File: config.mk
export PLATFORM = sky130hd
export DESIGN_NAME = wio_front
export DESIGN_NICKNAME = d
export VERILOG_FILES = /design/src/hw/rtl/wio_pkg.sv /design/src/hw/rtl/wio_front.sv
export SDC_FILE = /design/constraint.sdc
export NUM_CORES = 1
export LEC_CHECK = 0
export BUFFER_PORTS_ARGS = -buffer_cell sky130_fd_sc_hd__buf_2
export CORE_UTILIZATION = 52
export CTS_BUF_LIST = sky130_fd_sc_hd__clkbuf_4 sky130_fd_sc_hd__clkbuf_8 sky130_fd_sc_hd__clkbuf_16
export DETAILED_ROUTE_END_ITERATION = 10
export HOLD_SLACK_MARGIN = 0.02
export PLACE_DENSITY = 0.8
export SYNTH_ARGS = -nofsm -noshare
export SYNTH_HDL_FRONTEND = slang
export SYNTH_SLANG_ARGS = --single-unit
File: constraint.sdc
create_clock -name clk -period 12.2 [get_ports clk]
set_input_delay 2.44 -clock clk [delete_from_list [all_inputs] [get_ports clk]]
set_output_delay 2.44 -clock clk [all_outputs]
set_load 0.05 [all_outputs]
File: src/hw/rtl/wio_pkg.sv
// ----------------------------------------------------------------------------
// wio_pkg
// Shared constants and types of the wavetable oscillator core.
// ----------------------------------------------------------------------------
package wio_pkg;

  localparam int ADDR_BITS_DEF   = 16;
  localparam int SAMPLE_BITS_DEF = 16;
  localparam int FRAC_BITS_DEF   = 16;

  // Hermite fraction width
  localparam int HB = 16;

  localparam logic [1:0] OP_WRITE   = 2'd0;
  localparam logic [1:0] OP_RESTART = 2'd1;
  localparam logic [1:0] OP_RENDER  = 2'd2;
  localparam logic [1:0] OP_NOP     = 2'd3;

  localparam logic [1:0] MODE_NEAREST = 2'd0;
  localparam logic [1:0] MODE_LINEAR  = 2'd1;
  localparam logic [1:0] MODE_HERMITE = 2'd2;
  localparam logic [1:0] MODE_ALT     = 2'd3;

  localparam logic [2:0] REG_START_POS   = 3'd0;
  localparam logic [2:0] REG_LOOP_START  = 3'd1;
  localparam logic [2:0] REG_LOOP_END    = 3'd2;
  localparam logic [2:0] REG_END_POS     = 3'd3;
  localparam logic [2:0] REG_LOOP_ENABLE = 3'd4;
  localparam logic [2:0] REG_INTERP_MODE = 3'd5;

  localparam int Q_DEPTH = 2;
  localparam int Q_LVL_BITS = $clog2(Q_DEPTH + 1);

  typedef struct packed {
    logic [Q_LVL_BITS-1:0] level;
    logic                  full;
  } q_stat_t;

endpackage

File: src/hw/rtl/wio_front.sv
// ----------------------------------------------------------------------------
// wio_front
// Request intake: drops no-op codes and queues the rest for the engine.
// ----------------------------------------------------------------------------
module wio_front #(
  parameter int ADDR_BITS   = wio_pkg::ADDR_BITS_DEF,
  parameter int SAMPLE_BITS = wio_pkg::SAMPLE_BITS_DEF,
  parameter int FRAC_BITS   = wio_pkg::FRAC_BITS_DEF
) (
  input  logic                          clk,
  input  logic                          rst_n,
  input  logic                          in_valid,
  output logic                          in_stall,
  input  logic [1:0]                    in_op,
  input  logic [ADDR_BITS-1:0]          in_address,
  input  logic signed [SAMPLE_BITS-1:0] in_sample_value,
  input  logic [FRAC_BITS+3:0]          in_step,
  output logic                          q_valid,
  input  logic                          q_pop,
  output logic [1:0]                    q_op,
  output logic [ADDR_BITS-1:0]          q_addr,
  output logic signed [SAMPLE_BITS-1:0] q_data,
  output logic [FRAC_BITS+3:0]          q_step,
  output wio_pkg::q_stat_t              q_stat
);

  localparam int PB = (wio_pkg::Q_DEPTH > 1) ? $clog2(wio_pkg::Q_DEPTH) : 1;
  localparam int LB = wio_pkg::Q_LVL_BITS;

  logic [1:0]                    op_q   [wio_pkg::Q_DEPTH];
  logic [ADDR_BITS-1:0]          addr_q [wio_pkg::Q_DEPTH];
  logic signed [SAMPLE_BITS-1:0] data_q [wio_pkg::Q_DEPTH];
  logic [FRAC_BITS+3:0]          step_q [wio_pkg::Q_DEPTH];

  logic [PB-1:0] wp_r, wp_nxt, rp_r, rp_nxt;
  logic [LB-1:0] lvl_r, lvl_nxt;
  logic          push, pop;

  assign in_stall = (lvl_r == LB'(wio_pkg::Q_DEPTH));
  assign push     = in_valid && !in_stall && (in_op != wio_pkg::OP_NOP);
  assign pop      = q_pop && q_valid;
  assign q_valid  = (lvl_r != '0);
  assign q_op     = op_q[rp_r];
  assign q_addr   = addr_q[rp_r];
  assign q_data   = data_q[rp_r];
  assign q_step   = step_q[rp_r];
  assign q_stat.level = lvl_r;
  assign q_stat.full  = in_stall;

  always_comb begin
    wp_nxt  = wp_r;
    rp_nxt  = rp_r;
    lvl_nxt = lvl_r;
    if (push) begin
      wp_nxt = (wp_r == PB'(wio_pkg::Q_DEPTH - 1)) ? '0 : PB'(wp_r + 1'b1);
    end
    if (pop) begin
      rp_nxt = (rp_r == PB'(wio_pkg::Q_DEPTH - 1)) ? '0 : PB'(rp_r + 1'b1);
    end
    if (push && !pop) begin
      lvl_nxt = LB'(lvl_r + 1'b1);
    end else if (pop && !push) begin
      lvl_nxt = LB'(lvl_r - 1'b1);
    end
  end

  always_ff @(posedge clk) begin
    if (!rst_n) begin
      wp_r  <= '0;
      rp_r  <= '0;
      lvl_r <= '0;
    end else begin
      wp_r  <= wp_nxt;
      rp_r  <= rp_nxt;
      lvl_r <= lvl_nxt;
    end
  end

  always_ff @(posedge clk) begin
    if (push) begin
      op_q[wp_r]   <= in_op;
      addr_q[wp_r] <= in_address;
      data_q[wp_r] <= in_sample_value;
      step_q[wp_r] <= in_step;
    end
  end

endmodule

# ---- After elaboration in Yosys (flattened, before gate mapping)
# Memory sizes are Yosys's and may differ from the RTL's. A register that Yosys moved wholly into a read port is not among the register bits.
# Cells that the tools add are included.
dict set report word_totals {
  reg_bits 4
  ram_bits 108
  input_bits 58
  output_inout_bits 59
  wordCells 37
  memories 4
}
dict set report op_classes {
  add_sub_neg 4
  n_eq_ne 2
  muxes 14
  reduce_logical 10
}
# name depth word_bits read_ports rd_clocked_by_memory_dff write_ports line
set mem_list {}
lappend mem_list {step_q 2 20 1 1 1 wio_front.sv:33} ;# logic [FRAC_BITS+3:0] step_q [wio_pkg::Q_DEPTH];
lappend mem_list {addr_q 2 16 1 1 1 wio_front.sv:31} ;# logic [ADDR_BITS-1:0] addr_q [wio_pkg::Q_DEPTH];
lappend mem_list {data_q 2 16 1 1 1 wio_front.sv:32} ;# logic signed [SAMPLE_BITS-1:0] data_q [wio_pkg::Q_DEPTH];
lappend mem_list {op_q 2 2 1 1 1 wio_front.sv:30} ;# logic [1:0] op_q [wio_pkg::Q_DEPTH];
# cell n
set op_table {}
lappend op_table {{$mux 1} 12}
lappend op_table {{$logic_and 1x1->1} 5}
lappend op_table {{$mux 2} 2}
lappend op_table {{$reduce_bool 2->1} 2}
lappend op_table {{$logic_not 1->1} 3}
lappend op_table {{$add 1x1->1 const B} 2}
lappend op_table {{$add 2x1->2 const B} 1}
lappend op_table {{$eq 2x2->1 const B} 1}
lappend op_table {{$ne 2x2->1 const B} 1}
lappend op_table {{$sub 2x1->2 const B} 1}

# ---- Depth between registers and ports, before layout
# Gate-level depths: netlist of the first run.
dict set report logic_depth {
  word_depth 8
  mapped_depth 6
  depth_no_buf 6
}

# ---- Least setup slack after synthesis of the first run
# No wires, ideal clock.
dict set report synth_timing {
  path_type {input -> register}
  start {in in_op[0]}
  end {mem addr_q[0][0] (netlist bit), enable pin}
  setup_time_ps 472
  arrival_ps 5173
  t_required_ps 11728
  setup_slack_ps 6555
  stages 2
  path_buffers 0
  cell_sequence {a211oi_4 -> nor2b_1}
}
dict set report synth_between {
  elab_chain_len 4
}
# item line
set synth_rtl {}
lappend synth_rtl {{from (decl)} wio_front.sv:14} ;# input logic [1:0] in_op,
lappend synth_rtl {{$ne 2x2->1} wio_front.sv:40} ;# assign push = in_valid && !in_stall && (in_op != wio_pkg::OP_NOP);
lappend synth_rtl {{$logic_and 1x1->1} wio_front.sv:40}
lappend synth_rtl {{$mux 1} wio_front.sv:80} ;# if (push) begin
lappend synth_rtl {{$mux 1 (implied by the code)} wio_front.sv:82} ;# addr_q[wp_r] <= in_address;
lappend synth_rtl {{to (decl)} wio_front.sv:31}
# Every way passes these cells.

==> results of run 1 <==
## power breakdown
part	total [mW]	internal (mW)	leakage, nW	switching (mW)
Clock	0.467	0.314	0.284	0.153
Combinational	0.458	0.129	0.741	0.329
Sequential	0.508	0.484	1.04	0.0245
## cell families (layout without fill, tap and decap cells)
kind of cell               count (synthesis)  after routing  synth area share (%)
buffers and inverters                      8            152                0.9970
muxes                                     55             55                 14.92
adders and majority gates                  1              1                0.3021
DFF                                      113            113                 80.73
xor gates and xnor gates                   3              3                0.6346
AOI/OAI and AO/OA                          4              4                0.9062
and+or+nand+nor                           10             10                 1.511
## flip-flops by register name (all words and copies together) (netlist names), named ones only
name / count
wp_r: 1
op_q: 4
data_q: 32
lvl_r: 2
addr_q: 32
rp_r: 1
step_q: 40
## critical path, delay by kind of cell (launching register included)
family   cells  cell delay [ps]
buf+inv      2              690
flops        1              640
mux          1              400
## layer usage
metal | vias up | global-route usage [%] | wire, um
li1 | 1026 | - | -
met1 | 1062 | 18.36 | 2681
met2 | 84 | 28.85 | 3561
met3 | 6 | 6.868 | 403
met4 | 0 | 9.524 | 76
met5 | - | 0 | 0
## per-stage QoR
stage | utilization, % | total power, mW | worst slack [ps] | cells | area, um^2
3_5_place_dp | 62.69 | 0.9765 | 7888 | 408 | 4845
6_report | 70.17 | 1.433 | 7524 | 440 | 5423
2_1_floorplan | - | 0.8857 | 6555 | 194 | 4141
5_1_grt | 70.17 | 1.484 | 7369 | 440 | 5423
4_1_cts | 70.17 | 1.448 | 7445 | 440 | 5423
3_3_place_gp | 62.69 | 0.9729 | 7947 | 408 | 4845
## Yosys cell counts
library cell,number
o21ai_1,1
xnor2_1,2
inv_1,1
o21ai_0,1
buf_2,6
nand2_1,1
and2_1,4
a21boi_1,1
a211oi_4,1
or3_1,1
dfxtp_1,5
mux2_2,54
edfxtp_1,108
or2_2,1
nand2b_1,1
nor2b_2,1
nor2b_1,1
buf_4,1
ha_1,1
xor2_1,1
mux2i_1,1
## area by class of cell
| type | instances | area, um^2 |
|---|---|---|
| sequential | 113 | 3344 |
| fill | 512 | 2305 |
| multi-input combinational | 73 | 765.7 |
| timing repair buffer | 119 | 603.1 |
| clock buffer | 20 | 436.7 |
| clock inverter | 12 | 141.4 |
| tap | 102 | 127.6 |
| inverter | 1 | 3.754 |
## worst min-delay path by stage
stage / startpoint / endpoint / depth (start not counted)
after floorplan: wp_r / wp_r / 2
after global placement: wp_r / wp_r / 2
after detailed placement: lvl_r[1] / lvl_r[1] / 2
after CTS: lvl_r[1] / lvl_r[1] / 2
after global routing: lvl_r[1] / lvl_r[1] / 2
final: lvl_r[1] / lvl_r[1] / 2
==> results.md, run 1 <==
- Max incr delay on CP: between 600 and 700 ps
- Worst r2r src: lvl_r[0]
- Setup TNS: 0 ps
- RSZ-0062 raised after global routing: false
- Hold Path Class: reg2reg
- Ratio of cells with drive above 1 in the final layout: about three fifths
- CTS tree: done
- Seq/Total Area, Yosys: about 81%
- Worst-path clk slew: 50 ps
- Bufs on Longest Clock Path: 2
- Global-route wire length before repair: 10.22 mm
- Flops & latches, synth: 113
- Slew Limit Fails: 0
- Yosys top cell by area: edfxtp_1
- Overflow after GRT: 0
- Gate count of the mapped netlist: 194
- Number of library cell types mapped by synthesis: 21
- WS Path Type: reg2out
- DR WL/cell: 15.28 um
- Measured slew at the worst slew-check pin: 569.6 ps
- Initial antenna violation count: 0
- Area Overhead vs Synth: 30.94%
- Synth area leaders: edfxtp_1, mux2_2, dfxtp_1, buf_2, and2_1
- Total CTS buffers: 17
- Max Cap Violations: 0
- Reg-to-reg setup timing slack: 9950 ps
- Pwr/cell area: 264.3 nW/um^2
- Fin Clk Skew: 11.13 ps
- Die Ht: 91.25 um
- Syn_nets: approximately 250
- Worst hold margin: 527.9 ps
- # resized after CTS: 0
- Synthesized area: just over 4000 um^2
- CTS sink count: 113
- Required time of the critical path: 9760 ps
- Root buf cell: clkbuf_8
- R2R depth: 4
- Syn avg cell area: 21.35 um^2
- Crit path max fanout: 33
- Core box area: 7727 um^2
- Crit path time final: 4676 ps
- Final #Nets: ~380
- CP startpoint kind: flip-flop
- Commonest non-fill, non-tap cells in the layout: buf_2, edfxtp_1, mux2_2
- GPL Wtd Cong: 0.7204
- Most common cell after layout, fill and taps aside: buf_2
- Gr usage total: between 10% and 20%
- Worst slew margin: between 60% and 70%
- Detail Route Antenna Nets: 0
- Setup violations, final: 0
- Yosys top cell area share: 78.31%
- Iteration-0 DRC Markers: 44
- Via/cell ratio: between 4 and 5
- I/O pin total: 117
- CP Cell Sequence: buf_4 -> mux2_2 -> buf_2
- Crit path DAT: 2240 ps
- Leak Pwr: ~2.1 nW
- Initial Util: 53.59%
- # DRC: 0
- Die X: 91.25 um
- Die Area: 8326 um^2
- Period utilization: 38.33%
- Latest clock arrival within the worst-skew pair: about 500 ps
- Hold Buf Count CTS: 0
- Peak VDD IR: 0.0001992 V
- Nature of the critical path endpoint: primary output
- DR pass1 iterations: 4
- Ys Warns: 0
- Routed Wire Length: 6.723 mm
- Vias: 2178
- ANT cells: 0
- Largest net degree at the start of global routing: 42
- Setup bufs post-CTS: 0
- FF-to-FF End: step_q[1][6]
- CTS H-Tree Depth: 4
- Status: finished clean
- Port bufs: about 120
- DP HPWL: approximately 4.2 mm
- Critical Path Sink: q_step[5]
- Worst path slowest cell: dfxtp_2
- Final Hold Fails: 0
- Row count: 32
- Vias in the first global route: 2191
- Peak Freq: 213.8 MHz
No activity file was read; power rests on OpenSTA's default activity.
==> inputs of run 2 (changes only) <==
--- a/config.mk
+++ b/config.mk
@@ -5,12 +5,13 @@
 export SDC_FILE = /design/constraint.sdc
 export NUM_CORES = 1
 export LEC_CHECK = 0
+export ABC_AREA = 1
 export BUFFER_PORTS_ARGS = -buffer_cell sky130_fd_sc_hd__buf_2
-export CORE_UTILIZATION = 52
+export CORE_UTILIZATION = 47
 export CTS_BUF_LIST = sky130_fd_sc_hd__clkbuf_4 sky130_fd_sc_hd__clkbuf_8 sky130_fd_sc_hd__clkbuf_16
 export DETAILED_ROUTE_END_ITERATION = 10
 export HOLD_SLACK_MARGIN = 0.02
-export PLACE_DENSITY = 0.8
+export PLACE_DENSITY = 0.75
 export SYNTH_ARGS = -nofsm -noshare
 export SYNTH_HDL_FRONTEND = slang
 export SYNTH_SLANG_ARGS = --single-unit
==> constraint.sdc (replaced) <==
create_clock -name clk -period 4.1 [get_ports clk]
set_input_delay 0.82 -clock clk [delete_from_list [all_inputs] [get_ports clk]]
set_output_delay 0.82 -clock clk [all_outputs]
set_load 0.05 [all_outputs]
==> results.md, run 2 <==
- Biggest regs: step_q x40, addr_q x32, data_q x32
- Ratio of cells with drive above 1 in the final layout: 59.14% (-2.7 points)
- CTS sink count: 113 (unchanged)
- Yosys top cell by area: edfxtp_1
- Detail Route Antenna Nets: 0 (unchanged)
- CTS H-Tree Depth: 4 (unchanged)
- Synthesized area: 4409 um^2 (+6.5%)
- Die X: 98.86 um (+8.3%)
- Die Area: 9772 um^2 (+17%)
- Peak Freq: between 300 and 400 MHz
- Initial antenna violation count: 0 (unchanged)
- Row count: 34 (+6.3%)
- Synth area leaders: edfxtp_1, mux2_4, buf_12, dfxtp_1, mux2_2
- Mux cell area share after synthesis: 18.05% (+3.1 points)
- Flops & latches, synth: 113 (unchanged)
- Top-count cell post-synth: edfxtp_1
- Main combinational cell family by area after synthesis: multiplexers
- Area Overhead vs Synth: 26.25%
- Overflow after GRT: 0 (unchanged)
- Fill cell count: 669 (+31%)
- Root buf cell: clkbuf_8
- Syn_nets: 266 (+5.1%)
- Most common cell after layout, fill and taps aside: buf_2
- Setup bufs post-CTS: 0 (unchanged)
- Fin Clk Skew: 6.777 ps (-4.352 ps)
- Setup TNS: 0 ps (unchanged)
- Total CTS buffers: 17 (unchanged)
- Worst slew margin: 34.48% (-28 points)
- Period utilization: 71.90%
- WS Path Type: reg2out
- Placed Cells: 426 (+4.4%)
- Max Cap Violations: 0 (unchanged)
- CP startpoint kind: flip-flop
- Seq/Total Area, Yosys: 75.82% (-4.9 points)
- XOR/XNOR Fraction of Synth Area: 0% (-0.63 points)
- Met3 Use GR: 5.319% (-1.5 points)
- Port bufs: 116 (unchanged)
- Final #Nets: 396 (+3.1%)
- Commonest non-fill, non-tap cells in the layout: buf_2, edfxtp_1, mux2_4
- Measured slew at the worst slew-check pin: 982.8 ps (+413.2 ps)
- Hold Buf Count CTS: 0 (unchanged)
- Iteration-0 DRC Markers: 104 (+140%)
- Initial Util: 49.59% (-4.0 points)
- DR WL/cell: 15.10 um (-1.2%)
- Leak Pwr: 2.250 nW (+8.9%)
- Gate count of the mapped netlist: 207 (+6.7%)
- DP HPWL: 4.376 mm (+5.0%)
- GPL Wtd Cong: 0.7182 (-0.31%)
- RSZ-0062 raised after global routing: false
- Post-Synth Simple-Gate Area: 2.157% (+0.65 points)
- Post-synth EDFFs: 108 (unchanged)
- Crit path max fanout: 54 (+64%)
- Slew Limit Fails: 0 (unchanged)
- Required time of the critical path: 3280 ps (-6480 ps)
- Crit path time final: 2948 ps
- Final Hold Fails: 0 (unchanged)
- # DRC: 0 (unchanged)
- Core box area: 8891 um^2 (+15%)
- Status: finished clean
- Global-route wire length before repair: 10.53 mm (+3.0%)
- Ys async rst share: 0% (unchanged)
- ANT cells: 0 (unchanged)
- Final std cells w/o fill: 458 (+4.1%)
- Hold Path Class: reg2reg
- Yosys top cell area share: 73.55% (-4.8 points)
- Die Ht: 98.86 um (+8.3%)
- Post-route cell area: 5567 um^2 (+2.7%)
- DR pass1 iterations: 4 (unchanged)
- Crit path DAT: 2130 ps (-110 ps)
- Adder-Cell Fraction of Synth Area: 0.2838% (-0.018 points)
- Setup violations, final: 0 (unchanged)
- Vias in the first global route: 2223 (+1.5%)
- Routed Wire Length: 6.917 mm (+2.9%)
- Top_reg_cell synth: edfxtp_1
- I/O pin total: 117 (unchanged)
- Placed Area: 5036 um^2 (+4.0%)
- Bufs on Longest Clock Path: 2 (unchanged)
- Nature of the critical path endpoint: primary output
- # resized after CTS: 0 (unchanged)
- Post-synth top cells: edfxtp_1, mux2_4, nand2_1, inv_1, nor2_1
- Syn avg cell area: 21.30 um^2 (-0.22%)
- GR met1 Demand/Resource: 17.19% (-1.2 points)
- Largest Register: step_q
- CTS tree: done
- Pwr/cell area: 710.3 nW/um^2 (+170%)
- Worst-path clk slew: 50 ps (about the same)
- Grt met2 use: 25.12% (-3.7 points)
- GRT Max-Usage Layer: met2
- Vias: 2199 (+0.96%)
- Gr usage total: 15.00% (-2.1 points)
- Number of library cell types mapped by synthesis: 18 (-14%)
- Compound-Gate Fraction of Synth Area: 0.3973% (-0.51 points)
- Largest register FFs: 40 (unchanged)
- Via/cell ratio: 4.801 (-3.0%)
- Latest clock arrival within the worst-skew pair: 490 ps (about the same)
- Largest net degree at the start of global routing: 55 (+31%)
- Ys Warns: 0 (unchanged)
- Peak VDD IR: 0.0005977 V (+200%)
-- run 2: metrics by stage --
| step | utilization (%) | hold WS, ps | power, mW | worst slack [ps] |
|---|---|---|---|---|
| finish | 62.61 | 502.4 | 3.954 | 1152 |
| global route | 62.61 | 482.5 | 4.105 | 1036 |
| CTS | 62.61 | 488.7 | 3.995 | 1090 |
| detailed placement | 56.64 | 494.9 | 2.717 | 1627 |
| global placement | 56.64 | 479.0 | 2.698 | 1628 |
| floorplan | - | 466.9 | 2.555 | 559.8 |
-- run 2: cells by family after synthesis --
kind of cell / Yosys count
muxes: 54
buffers and inverters: 14
adders and majority gates: 1
and+or+nand+nor: 22
AOI/OAI and AO/OA: 3
DFF: 113
-- run 2: layout make-up --
type | count | area [um^2] | area share [%]
clock buffers | 20 | 436.7 | 7.844
clock inverters | 12 | 93.84 | 1.686
inverters | 7 | 26.28 | 0.4720
multi-input cells | 80 | 932.1 | 16.75
flip-flops and latches | 113 | 3347 | 60.13
well taps | 108 | 135.1 | 2.428
repair buffers | 118 | 595.6 | 10.70
-- run 2: final timing paths --
path                            startpoint             to  slack [ps]  depth (start not counted)
worst max-delay path             flip-flop     q_step[19]        1150                          2
worst min register to register        rp_r           rp_r         500                          2
worst min-delay path                  rp_r           rp_r         500                          2
worst max register to register    lvl_r[1]  addr_q[1][13]        2230                          6
-- run 2: report_power, final --
group	switching, mW	leakage, nW	internal (mW)	total, mW
registers	0.117	1.04	1.42	1.54
logic	0.768	0.940	0.377	1.14
clock network	0.461	0.270	0.811	1.27
total	1.35	2.25	2.61	3.95
-- run 2: worst max-delay path, cell delays in order (launching register included) --
cell and delay [ps]:
dfxtp_4 990, mux2_2 410, buf_2 210
-- run 2: per-layer routing --
metal  wire, um  share of wire, %  vias to the layer above
met2       3545                51                       76
met5          0                 0                        -
met3        390               5.6                       10
met1       2895                42                     1054
met4         85               1.2                        0
li1           -                 -                     1059
