### src/hw/rtl/wio_pkg.sv
// ----------------------------------------------------------------------------
// wio_pkg
// Shared constants and types of the wavetable oscillator core.
// ----------------------------------------------------------------------------
package wio_pkg;

  localparam int ADDR_BITS_DEF   = 16;
  localparam int SAMPLE_BITS_DEF = 16;
  localparam int FRAC_BITS_DEF   = 16;

  // Hermite fraction width
  localparam int HB = 16;

  localparam logic [1:0] OP_WRITE   = 2'd0;
  localparam logic [1:0] OP_RESTART = 2'd1;
  localparam logic [1:0] OP_RENDER  = 2'd2;
  localparam logic [1:0] OP_NOP     = 2'd3;

  localparam logic [1:0] MODE_NEAREST = 2'd0;
  localparam logic [1:0] MODE_LINEAR  = 2'd1;
  localparam logic [1:0] MODE_HERMITE = 2'd2;
  localparam logic [1:0] MODE_ALT     = 2'd3;

  localparam logic [2:0] REG_START_POS   = 3'd0;
  localparam logic [2:0] REG_LOOP_START  = 3'd1;
  localparam logic [2:0] REG_LOOP_END    = 3'd2;
  localparam logic [2:0] REG_END_POS     = 3'd3;
  localparam logic [2:0] REG_LOOP_ENABLE = 3'd4;
  localparam logic [2:0] REG_INTERP_MODE = 3'd5;

  localparam int Q_DEPTH = 2;
  localparam int Q_LVL_BITS = $clog2(Q_DEPTH + 1);

  typedef struct packed {
    logic [Q_LVL_BITS-1:0] level;
    logic                  full;
  } q_stat_t;

endpackage

### src/hw/rtl/wio_back.sv
// ----------------------------------------------------------------------------
// wio_back
// Playback engine: store writes, restart, loop wrap, tap fetch,
// interpolation and the result register.
// ----------------------------------------------------------------------------
module wio_back #(
  parameter int ADDR_BITS   = wio_pkg::ADDR_BITS_DEF,
  parameter int SAMPLE_BITS = wio_pkg::SAMPLE_BITS_DEF,
  parameter int FRAC_BITS   = wio_pkg::FRAC_BITS_DEF
) (
  input  logic                          clk,
  input  logic                          rst_n,
  input  logic [ADDR_BITS-1:0]          start_pos,
  input  logic [ADDR_BITS-1:0]          lp_begin,
  input  logic [ADDR_BITS-1:0]          lp_limit,
  input  logic [ADDR_BITS-1:0]          end_pos,
  input  logic                          loop_enable,
  input  logic [1:0]                    interp_mode,
  input  logic                          q_valid,
  output logic                          q_pop,
  input  logic [1:0]                    q_op,
  input  logic [ADDR_BITS-1:0]          q_addr,
  input  logic signed [SAMPLE_BITS-1:0] q_data,
  input  logic [FRAC_BITS+3:0]          q_step,
  output logic                          ram_we,
  output logic [ADDR_BITS-1:0]          ram_addr,
  output logic [SAMPLE_BITS-1:0]        ram_wdata,
  input  logic [SAMPLE_BITS-1:0]        ram_rdata,
  output logic                          out_valid,
  input  logic                          out_stall,
  output logic signed [SAMPLE_BITS-1:0] out_sample_out,
  output logic                          out_active,
  output logic                          out_looped
);

  localparam int AW  = ADDR_BITS;
  localparam int SW  = SAMPLE_BITS;
  localparam int FW  = FRAC_BITS;
  localparam int PW  = AW + FW;
  localparam int STW = FW + 4;
  localparam int HB  = wio_pkg::HB;
  localparam int KW  = SW + 6;
  localparam int HW  = SW + 24;
  localparam int PHW = HW - HB;
  localparam int M1W = PHW + HB + 1;
  localparam int LW  = SW + FW + 2;
  localparam int VW  = SW + FW + 24;
  localparam int CW  = ($clog2(AW + 1) > 3) ? $clog2(AW + 1) : 3;

  localparam logic [3:0] ST_IDLE = 4'd0;
  localparam logic [3:0] ST_CHK  = 4'd1;
  localparam logic [3:0] ST_DIV  = 4'd2;
  localparam logic [3:0] ST_POS  = 4'd3;
  localparam logic [3:0] ST_RD   = 4'd4;
  localparam logic [3:0] ST_CALC = 4'd5;
  localparam logic [3:0] ST_LIN  = 4'd6;
  localparam logic [3:0] ST_H0   = 4'd7;
  localparam logic [3:0] ST_H1   = 4'd8;
  localparam logic [3:0] ST_H2   = 4'd9;
  localparam logic [3:0] ST_H3   = 4'd10;
  localparam logic [3:0] ST_H4   = 4'd11;
  localparam logic [3:0] ST_H5   = 4'd12;
  localparam logic [3:0] ST_FIN  = 4'd13;
  localparam logic [3:0] ST_OUT  = 4'd14;

  function automatic logic signed [SW-1:0] sat(input logic signed [VW-1:0] v);
    logic signed [VW-1:0] hi;
    logic signed [VW-1:0] lo;
    hi = VW'({1'b0, {(SW-1){1'b1}}});
    lo = -hi - VW'(1);
    if (v > hi) begin
      sat = hi[SW-1:0];
    end else if (v < lo) begin
      sat = lo[SW-1:0];
    end else begin
      sat = v[SW-1:0];
    end
  endfunction

  logic [3:0]              state_r, state_nxt;
  logic [PW-1:0]           pos_r, pos_nxt;
  logic                    flag_r, flag_nxt;
  logic                    looped_r, looped_nxt;
  logic [STW-1:0]          step_r, step_nxt;
  logic [1:0]              mode_r, mode_nxt;
  logic [AW-1:0]           dvd_r, dvd_nxt;
  logic [AW-1:0]           rem_r, rem_nxt;
  logic [FW-1:0]           frac_r, frac_nxt;
  logic [CW-1:0]           cnt_r, cnt_nxt;
  logic signed [SW-1:0]    x_r [4];
  logic signed [KW-1:0]    a2_r, b2_r, c2_r;
  logic signed [HW-1:0]    p_r;
  logic signed [M1W-1:0]   m1_r;
  logic [2*HB-1:0]         m2_r;
  logic signed [LW-1:0]    lin_r;
  logic signed [SW-1:0]    val_r;
  logic                    act_r;
  logic                    out_valid_r, out_active_r, out_looped_r;
  logic signed [SW-1:0]    out_sample_r;

  logic                    wrap;
  logic [AW-1:0]           len;
  logic [PW-1:0]           le_pos;
  logic [PW-1:0]           ovr;
  logic [AW:0]             remx;
  logic [AW-1:0]           rem_step;
  logic [AW-1:0]           fl;
  logic [FW-1:0]           t;
  logic [HB-1:0]           tt;
  logic [AW+1:0]           need_idx;
  logic [AW+1:0]           ix;
  logic [1:0]              km1;
  logic [1:0]              mode_in;
  logic signed [SW:0]      dlin;
  logic signed [KW-1:0]    c2, v2, w2, a2;
  logic signed [PHW-1:0]   p_hi;
  logic signed [HW-1:0]    hsum;
  logic                    load_out;

  assign wrap     = loop_enable && (lp_limit > lp_begin);
  assign len      = AW'(lp_limit - lp_begin);
  assign le_pos   = {lp_limit, {FW{1'b0}}};
  assign ovr      = PW'(pos_r - le_pos);
  assign remx     = {rem_r, dvd_r[AW-1]};
  assign rem_step = (remx >= {1'b0, len}) ? AW'(remx - {1'b0, len}) : remx[AW-1:0];
  assign fl       = pos_r[PW-1:FW];
  assign t        = pos_r[FW-1:0];
  assign tt       = HB'({t, {HB{1'b0}}} >> FW);
  assign km1      = 2'(cnt_r - 1'b1);
  assign dlin     = (SW+1)'(x_r[1]) - (SW+1)'(x_r[0]);
  assign c2       = KW'(x_r[2]) - KW'(x_r[0]);
  assign v2       = (KW'(x_r[1]) - KW'(x_r[2])) <<< 1;
  assign w2       = c2 + v2;
  assign a2       = w2 + v2 + (KW'(x_r[3]) - KW'(x_r[1]));
  assign p_hi     = PHW'(p_r >>> HB);
  assign hsum     = HW'(m1_r) + $signed({{(HW-HB){1'b0}}, m2_r[2*HB-1:HB]});
  assign load_out = (state_r == ST_OUT) && (!out_valid_r || !out_stall);

  always_comb begin
    case (mode_r)
      wio_pkg::MODE_NEAREST: need_idx = {2'b00, fl};
      wio_pkg::MODE_HERMITE: need_idx = (AW+2)'({2'b00, fl} + 2'd3);
      default:               need_idx = (AW+2)'({2'b00, fl} + 2'd1);
    endcase
    ix = (AW+2)'({2'b00, fl} + cnt_r[1:0]);
    if (wrap && (cnt_r[1:0] != 2'd0) && (ix >= {2'b00, lp_limit})) begin
      ix = (AW+2)'(ix - {2'b00, len});
    end
    mode_in = (interp_mode == wio_pkg::MODE_ALT) ? wio_pkg::MODE_LINEAR : interp_mode;
    if (q_step == STW'({1'b1, {FW{1'b0}}})) begin
      mode_in = wio_pkg::MODE_NEAREST;
    end
  end

  always_comb begin
    state_nxt  = state_r;
    pos_nxt    = pos_r;
    flag_nxt   = flag_r;
    looped_nxt = looped_r;
    step_nxt   = step_r;
    mode_nxt   = mode_r;
    dvd_nxt    = dvd_r;
    rem_nxt    = rem_r;
    frac_nxt   = frac_r;
    cnt_nxt    = cnt_r;
    q_pop      = 1'b0;
    ram_we     = 1'b0;
    ram_addr   = q_addr;
    ram_wdata  = q_data;
    case (state_r)
      ST_IDLE: begin
        if (q_valid) begin
          q_pop = 1'b1;
          case (q_op)
            wio_pkg::OP_WRITE: begin
              ram_we = 1'b1;
            end
            wio_pkg::OP_RESTART: begin
              pos_nxt  = {start_pos, {FW{1'b0}}};
              flag_nxt = 1'b0;
            end
            wio_pkg::OP_RENDER: begin
              step_nxt   = q_step;
              mode_nxt   = mode_in;
              looped_nxt = flag_r;
              state_nxt  = ST_CHK;
            end
            default: begin
            end
          endcase
        end
      end
      ST_CHK: begin
        if (wrap && (pos_r >= le_pos)) begin
          dvd_nxt   = ovr[PW-1:FW];
          frac_nxt  = ovr[FW-1:0];
          rem_nxt   = '0;
          cnt_nxt   = '0;
          state_nxt = ST_DIV;
        end else begin
          state_nxt = ST_POS;
        end
      end
      ST_DIV: begin
        rem_nxt = rem_step;
        dvd_nxt = {dvd_r[AW-2:0], 1'b0};
        cnt_nxt = CW'(cnt_r + 1'b1);
        if (cnt_r == CW'(AW - 1)) begin
          pos_nxt    = {AW'(lp_begin + rem_step), frac_r};
          looped_nxt = 1'b1;
          state_nxt  = ST_POS;
        end
      end
      ST_POS: begin
        cnt_nxt = '0;
        if (!loop_enable && (need_idx >= {2'b00, end_pos})) begin
          state_nxt = ST_OUT;
        end else begin
          state_nxt = ST_RD;
        end
      end
      ST_RD: begin
        ram_addr = ix[AW-1:0];
        cnt_nxt  = CW'(cnt_r + 1'b1);
        if (cnt_r == CW'(4)) begin
          state_nxt = ST_CALC;
        end
      end
      ST_CALC: begin
        case (mode_r)
          wio_pkg::MODE_NEAREST: state_nxt = ST_FIN;
          wio_pkg::MODE_HERMITE: state_nxt = ST_H0;
          default:               state_nxt = ST_LIN;
        endcase
      end
      ST_LIN: state_nxt = ST_FIN;
      ST_H0:  state_nxt = ST_H1;
      ST_H1:  state_nxt = ST_H2;
      ST_H2:  state_nxt = ST_H3;
      ST_H3:  state_nxt = ST_H4;
      ST_H4:  state_nxt = ST_H5;
      ST_H5:  state_nxt = ST_FIN;
      ST_FIN: begin
        pos_nxt   = PW'(pos_r + PW'(step_r));
        flag_nxt  = looped_r;
        state_nxt = ST_OUT;
      end
      ST_OUT: begin
        if (load_out) begin
          state_nxt = ST_IDLE;
        end
      end
      default: state_nxt = ST_IDLE;
    endcase
  end

  always_ff @(posedge clk) begin
    if (!rst_n) begin
      state_r     <= ST_IDLE;
      pos_r       <= '0;
      flag_r      <= 1'b0;
      out_valid_r <= 1'b0;
    end else begin
      state_r <= state_nxt;
      pos_r   <= pos_nxt;
      flag_r  <= flag_nxt;
      if (load_out) begin
        out_valid_r <= 1'b1;
      end else if (!out_stall) begin
        out_valid_r <= 1'b0;
      end
    end
  end

  always_ff @(posedge clk) begin
    looped_r <= looped_nxt;
    step_r   <= step_nxt;
    mode_r   <= mode_nxt;
    dvd_r    <= dvd_nxt;
    rem_r    <= rem_nxt;
    frac_r   <= frac_nxt;
    cnt_r    <= cnt_nxt;
    if ((state_r == ST_RD) && (cnt_r != '0)) begin
      x_r[km1] <= $signed(ram_rdata);
    end
    case (state_r)
      ST_POS: begin
        val_r <= '0;
        act_r <= 1'b0;
      end
      ST_CALC: begin
        val_r <= x_r[0];
        lin_r <= (LW'(x_r[0]) <<< FW) + LW'(dlin) * $signed({1'b0, t});
        c2_r  <= c2;
        a2_r  <= a2;
        b2_r  <= w2 + a2;
      end
      ST_LIN: begin
        val_r <= sat(VW'((lin_r + $signed(LW'({1'b1, {(FW-1){1'b0}}}))) >>> FW));
      end
      ST_H0: begin
        p_r <= HW'(a2_r) * $signed({1'b0, tt}) - (HW'(b2_r) <<< HB);
      end
      ST_H1, ST_H3: begin
        m1_r <= M1W'(p_hi) * $signed({1'b0, tt});
        m2_r <= p_r[HB-1:0] * tt;
      end
      ST_H2: begin
        p_r <= hsum + (HW'(c2_r) <<< HB);
      end
      ST_H4: begin
        p_r <= hsum + (HW'(x_r[1]) <<< (HB + 1));
      end
      ST_H5: begin
        val_r <= sat(VW'((p_r + (HW'(1) <<< HB)) >>> (HB + 1)));
      end
      ST_FIN: begin
        act_r <= 1'b1;
      end
      default: begin
      end
    endcase
    if (load_out) begin
      out_sample_r <= val_r;
      out_active_r <= act_r;
      out_looped_r <= act_r ? looped_r : flag_r;
    end
  end

  assign out_valid      = out_valid_r;
  assign out_sample_out = out_sample_r;
  assign out_active     = out_active_r;
  assign out_looped     = out_looped_r;

endmodule

### config.mk
export PLATFORM = sky130hd
export DESIGN_NAME = wio_back
export DESIGN_NICKNAME = d
export VERILOG_FILES = /design/src/hw/rtl/wio_pkg.sv /design/src/hw/rtl/wio_back.sv
export SDC_FILE = /design/constraint.sdc
export NUM_CORES = 2
export LEC_CHECK = 0
export ABC_AREA = 0
export BUFFER_PORTS_ARGS = -buffer_cell sky130_fd_sc_hd__buf_4
export CAP_MARGIN = 20
export CORE_UTILIZATION = 55
export CTS_CLUSTER_DIAMETER = 150
export CTS_CLUSTER_SIZE = 40
export DETAILED_ROUTE_END_ITERATION = 8
export PLACE_DENSITY = 0.72
export REMOVE_ABC_BUFFERS = 1
export SLEW_MARGIN = 10
export SYNTH_ARGS = -nofsm -noshare
export SYNTH_HDL_FRONTEND = slang
export SYNTH_SLANG_ARGS = --single-unit
export TNS_END_PERCENT = 10
### constraint.sdc
create_clock -name clk -period 16.28 [get_ports clk]
set_input_delay 1.628 -clock clk [delete_from_list [all_inputs] [get_ports clk]]
set_output_delay 1.628 -clock clk [all_outputs]
set_load 0.03 [all_outputs]
# After elaboration in Yosys (flattened, before gate mapping)
# Memories as Yosys holds them, arrays and structs flattened.
# Index checks and enable logic that the tools add are counted.
# op_classes
n_mul	4
addsub	26
muxes	48
reduce_logical	36
n_lt_le_gt_ge	9
n_eq_ne	29
# ops
operator	count
$mux W16	9
$pmux W40 S3	1
$mux W32	3
$pmux W32 S3	1
$add A40 B33 Y40	2
$sub A16 B16 Y17	4
$pmux W16 S2	2
$pmux W16 S4	1
$pmux W4 S14	1
$sub A16 B16 Y16	3
$add A40 B18 Y41 const B	1
$add A40 B17 Y40	1
$mul A24 B17 Y40	1
$sub A38 B38 Y39	1
$mul A21 B17 Y38	1
$pmux W18 S2	1
$add A34 B17 Y35 const B	1
$add A32 B34 Y34	1
$ge A17 B16 Y1	2
$mul A17 B17 Y34	1
$add A32 B20 Y32	1
$ge A32 B32 Y1	1
$mul A16 B16 Y32	1
$sub A32 B32 Y32	1
47 further kinds	110
# word_totals
n_memories	1
inputBits	141
word_cells	177
output_inout_bits	53
ram_bits	64
register_bits	355
# memory_table
name	words	width	rd	rd_ports_with_merged_regs	wr	line_no	source
x_r	4	16	4	0	1	wio_back.sv:90	logic signed [SW-1:0] x_r [4];

# Longest topological paths before layout
# logic_depth
ltp_word	6
depth_mapped	42
mapped_depth_nobuf	41

# Worst setup path after synthesis
# OpenSTA, ideal clock, no wires.
# synth_path
kind	register -> register
from	memory x_r[1][0] (netlist bit)
to	register lin_r[33], data pin
stages_incl_launch_ff	37
period_less_slack_ns	8.981
required_time_ns	16.020
setup_time_ns	0.260
n_path_buf	1
slack_ns	7.299
arrival_time_ns	8.721
cell_sequence	edfxtp_1 > inv_1 > ha_1 > inv_1 > fa_1 > a21o_1 > a21oi_1 > o21ai_0 > a21oi_1 > o21ai_0 > a21oi_1 > o21ai_0 > a21oi_1 > o21bai_1 > a21oi_1 > o2111ai_1 > o21ai_0 > clkbuf_1 > nand2_1 > fa_1 > inv_1 > fa_1 > fa_1 > inv_1 > fa_1 > inv_1 > fa_1 > ha_1 > nand4_1 > or3_1 > o21ai_0 > o21ai_0 > o2111ai_1 > a31oi_1 > o21ai_0 > a21oi_1 > xnor2_1
# synth_rtl
element	line_no	source
start, declared	wio_back.sv:90	
end signal, assigned	wio_back.sv:293	lin_r <= (LW'(x_r[0]) <<< FW) + LW'(dlin) * $signed({1'b0, t});
end, declared	wio_back.sv:95	logic signed [LW-1:0] lin_r;

==> results <==
- The number of hold violations in the final report was 0.
- For this design, the slowest cell found on the critical path is sky130_fd_sc_hd__fa_1.
- The final routed wirelength across all metal layers is 205000 µm.
- Counting flops with an async set or reset pin after synthesis yields a share of 0.
- The share of the Yosys chip area taken by registers is 0.149.
- The fraction of the cycle the final worst path needs is 0.660.
- The clock net in this run drives a total of 388 sinks.
- Routability-driven placement finished with a final weighted congestion of about 0.96.
- The fraction of the mapped netlist area in adder cells is 0.454.
- The initial utilization of the core area, before any placement, comes to 0.557.
- The first global-routing pass estimated 328000 µm of wire.
- Once layout is complete, the utilization of the core stands at 0.581.
- Leaving out fill and tap cells, the most frequent cells in the layout are sky130_fd_sc_hd__inv_1, sky130_fd_sc_hd__fa_1, sky130_fd_sc_hd__nand2_1.
- Averaged over all synthesized cells, the footprint is 9.15 µm².
- For this block, the initial DRC count from the detailed router was around 4800.
- The per-cell routed wire length is 20.5 µm.
- The number of placement rows is 135.
- For this run, design rule violations remaining after detail routing come to 0.
- The area of the core region is 136000 µm².
- The highest cell delay on the worst timing path is roughly 770 ps.
- TritonCTS built the clock tree.
- Of the total synthesized cell area, the portion taken by XOR and XNOR cells is 0.0468.
- The clock-pin slew of the registers on the worst-case setup and hold paths is ~170 ps.
- The portion of synthesized area spent on multiplexers is 0.00484.
- The largest total area in the synthesized netlist belongs to sky130_fd_sc_hd__fa_1.
- The via count of the first global-routing pass was roughly 59000.
- The cell at the root of the clock tree is sky130_fd_sc_hd__clkbuf_16.
- Using the TritonRoute via totals, the vias-per-cell ratio works out to 5.72.
- The area fraction in compound gates after synthesis is 0.0931.
- The tool flagged a number of max-cap violations equal to 0.
- The highest signal layer in the routed design is met5.
- The cell area after placement is 78500 µm².
- The largest net degree at the start of global routing is 64.
- In this run, post-CTS hold repair placed 0 buffers.
- The class of the worst hold path is register to register.
- The measured slew at the worst slew-check pin is 1170 ps.
- The biggest fanout along the worst timing path is 22.
- For this run, the top clock speed supported by timing is 93.1 MHz.
- In the final layout, the share of cells above drive strength 1 is 0.0437.
- The floorplan step set the die width to about 370 µm.
- Buffers inserted during clock tree synthesis total 15.
- The share of synthesized area in the top cell type comes to 0.340.
- Counting flops with a built-in enable in the synthesized netlist gives 350.
- In the post-synthesis netlist, the biggest area contributors are sky130_fd_sc_hd__fa_1, sky130_fd_sc_hd__edfxtp_1, sky130_fd_sc_hd__ha_1.
- The global-route usage over all layers is 0.299.
- The maximum clock insertion buffer count is 3.
- The number of optimization iterations in the first detailed-route pass is 6.
- From bottom edge to top edge, the die measures 373 µm.
- After legalization and detailed placement, the total HPWL measured 160000 µm.
- The cell area after layout is ~79000 µm².
- The final setup skew is 44.0 ps.
- The run finished with clean final reports.
- Counting distinct cell types in the post-synthesis netlist gives 93.
- The most frequently used flop master after synthesis is sky130_fd_sc_hd__edfxtp_1.
- The antenna violation net count after detailed routing is 0.
- The total overflow reported by the global router is 0.
- The routed design uses 15400 µm of met3 wire.
- Setup violations remaining at the end of the flow were counted as 0.
- After routing, the total negative slack on setup checks comes to 0 ps.
- The number of antenna violations at the first check in global routing is 11.
- By area, the combinational part of the netlist is dominated by adder cells.
- Grouping stages by cell kind, the critical path spends the most delay in compound AO/OA/AOI/OAI gates.
- The worst relative slew slack is 0.214.
- The element type at the critical path start is a register.
- The most frequent standard cell in the layout excluding fill and tap cells is sky130_fd_sc_hd__inv_1.
- The post-synthesis register bit count is 388.
- The post-cts gate resize count is 0.
- The clock network latency to the later pin of the worst-skew pair is 620 ps.
- The critical path buffer and inverter count is 6.
- In the detailed route, the total length drawn on met2 is 98000 µm.
- STA classifies the critical path endpoint as a register.
- The count of nets after finishing is 10300.
- In the final routing, the length of wire on met1 measures 82600 µm.
- Counting every instance in the synthesized netlist gives 8274.
- Buffers placed on the I/O ports in this run total 161.
- STA puts the critical path data arrival time at 11090 ps.
- The area growth from synthesis to layout is 4.37%.
- The post-synthesis instance area is between 70000 and 80000 µm².
- Summing over every cut layer, the via total after detailed routing is about 57000.
- The required time of the critical path is 16630 ps.
- Of the total synthesized cell area, the portion taken by AND, OR, NAND and NOR gates is 0.153.
- The number of pins with negative max-slew slack in the final report is 0.
- The tightest hold path in the finished design has a slack of 426 ps.
- The critical path in this run is classified as register to register.
- The number of setup buffers added after CTS is 0.
- In this run the number of H-tree levels came out at 1.
- During synthesis, Yosys emitted a total of 0 warnings.
- The top-level I/O count is approximately 190.
- Counting the fill cells in the layout gives 11900.
- The die covers 139000 µm².
- Subtracting the final worst setup slack from the clock period gives 10740 ps.
- Setup repair after global routing left no endpoint under its margin.
-- Yosys cell counts, types with 9 or more instances --
library cell               count
sky130_fd_sc_hd__a21o_1      109
sky130_fd_sc_hd__o21a_1       46
sky130_fd_sc_hd__dfxtp_1      38
sky130_fd_sc_hd__mux2i_1      22
sky130_fd_sc_hd__a311oi_1     19
sky130_fd_sc_hd__and3_1       55
sky130_fd_sc_hd__fa_1       1287
sky130_fd_sc_hd__nor3_1       71
sky130_fd_sc_hd__o21bai_1     36
sky130_fd_sc_hd__a21oi_1     294
sky130_fd_sc_hd__a21boi_0     34
sky130_fd_sc_hd__nor4_1       34
sky130_fd_sc_hd__nand3_1     107
sky130_fd_sc_hd__o211ai_1     53
sky130_fd_sc_hd__nor3b_1      17
sky130_fd_sc_hd__xor2_1      123
sky130_fd_sc_hd__nand2_1    1021
sky130_fd_sc_hd__clkbuf_1    328
sky130_fd_sc_hd__or3_1        18
sky130_fd_sc_hd__a31oi_1      27
sky130_fd_sc_hd__xnor2_1     273
sky130_fd_sc_hd__inv_1      1635
sky130_fd_sc_hd__nor2b_1     100
sky130_fd_sc_hd__nand2b_1     67
sky130_fd_sc_hd__ha_1        685
sky130_fd_sc_hd__o31a_1        9
sky130_fd_sc_hd__edfxtp_1    350
sky130_fd_sc_hd__o22ai_1      11
sky130_fd_sc_hd__a221oi_1     23
sky130_fd_sc_hd__and2_1      515
sky130_fd_sc_hd__nor2_1      299
sky130_fd_sc_hd__a211oi_1     34
sky130_fd_sc_hd__or2_2        19
sky130_fd_sc_hd__nand4_1      40
sky130_fd_sc_hd__buf_1        14
sky130_fd_sc_hd__o21ai_1      13
sky130_fd_sc_hd__buf_4        16
sky130_fd_sc_hd__o31ai_1      23
sky130_fd_sc_hd__o21ai_0     236
sky130_fd_sc_hd__mux2_2       13
-- worst paths after layout --
kind                        to  slack [ps]  depth (start not counted)      start
max                  lin_r[33]        5540                         36  x_r[1][0]
min          out_sample_out[9]         430                          0   val_r[9]
max reg2reg          lin_r[33]        5540                         36  x_r[1][0]
min reg2reg  out_sample_out[9]         430                          0   val_r[9]
-- state kept, by name (all words and copies together), names as in the netlist, 19 cells and up --
signal,count
step_r,20
b2_r,22
pos_r,32
lin_r,19
x_r,64
p_r,40
a2_r,21
m1_r,40
-- layer usage --
layer / vias up / global-route usage
li1: 25800 / -
met1: 28600 / 0.397
met2: 2215 / 0.500
met3: 446 / 0.0406
met4: 6 / 0.107
met5: - / 0
-- worst register-to-register path, delay by kind of cell (launching register included) --
kind            cells  cell delay [ps]
fa+ha+maj           8             3710
xor+xnor            1              130
simple gates        3             1140
flops               1              500
buf+inv             6              640
compound gates     18             4360
-- through the flow --
stage               setup WS, ps  cells
CTS                         5660   9963
global placement            5950   9937
detailed placement          5720   9938
global route                4790   9966
floorplan                   6770   7916
finish                      5540   9970
-- layout make-up --
cell class                 count  area [µm²]  share of cell area
tap                         1781        2230              0.0282
clock inverter                10         119             0.00150
sequential                   388       11300               0.143
antenna                        6        15.0            0.000190
inverter                    1635        6140              0.0776
multi-input combinational   5893       57000               0.721
timing repair buffer         242        1830              0.0232
clock buffer                  15         375             0.00475
-- kinds of logic (layout without fill, tap and decap cells) --
family                     after synthesis  in the layout
other                                    0              6
buffers and inverters                 1993           1902
adders and majority gates             1976           1976
AOI/OAI and AO/OA                     1083           1083
DFF                                    388            388
muxes                                   35             35
xor gates and xnor gates               400            400
and+or+nand+nor                       2399           2399
Power is not shown: default switching activity piles up to over one toggle a cycle in this logic, so the estimate is an artifact.
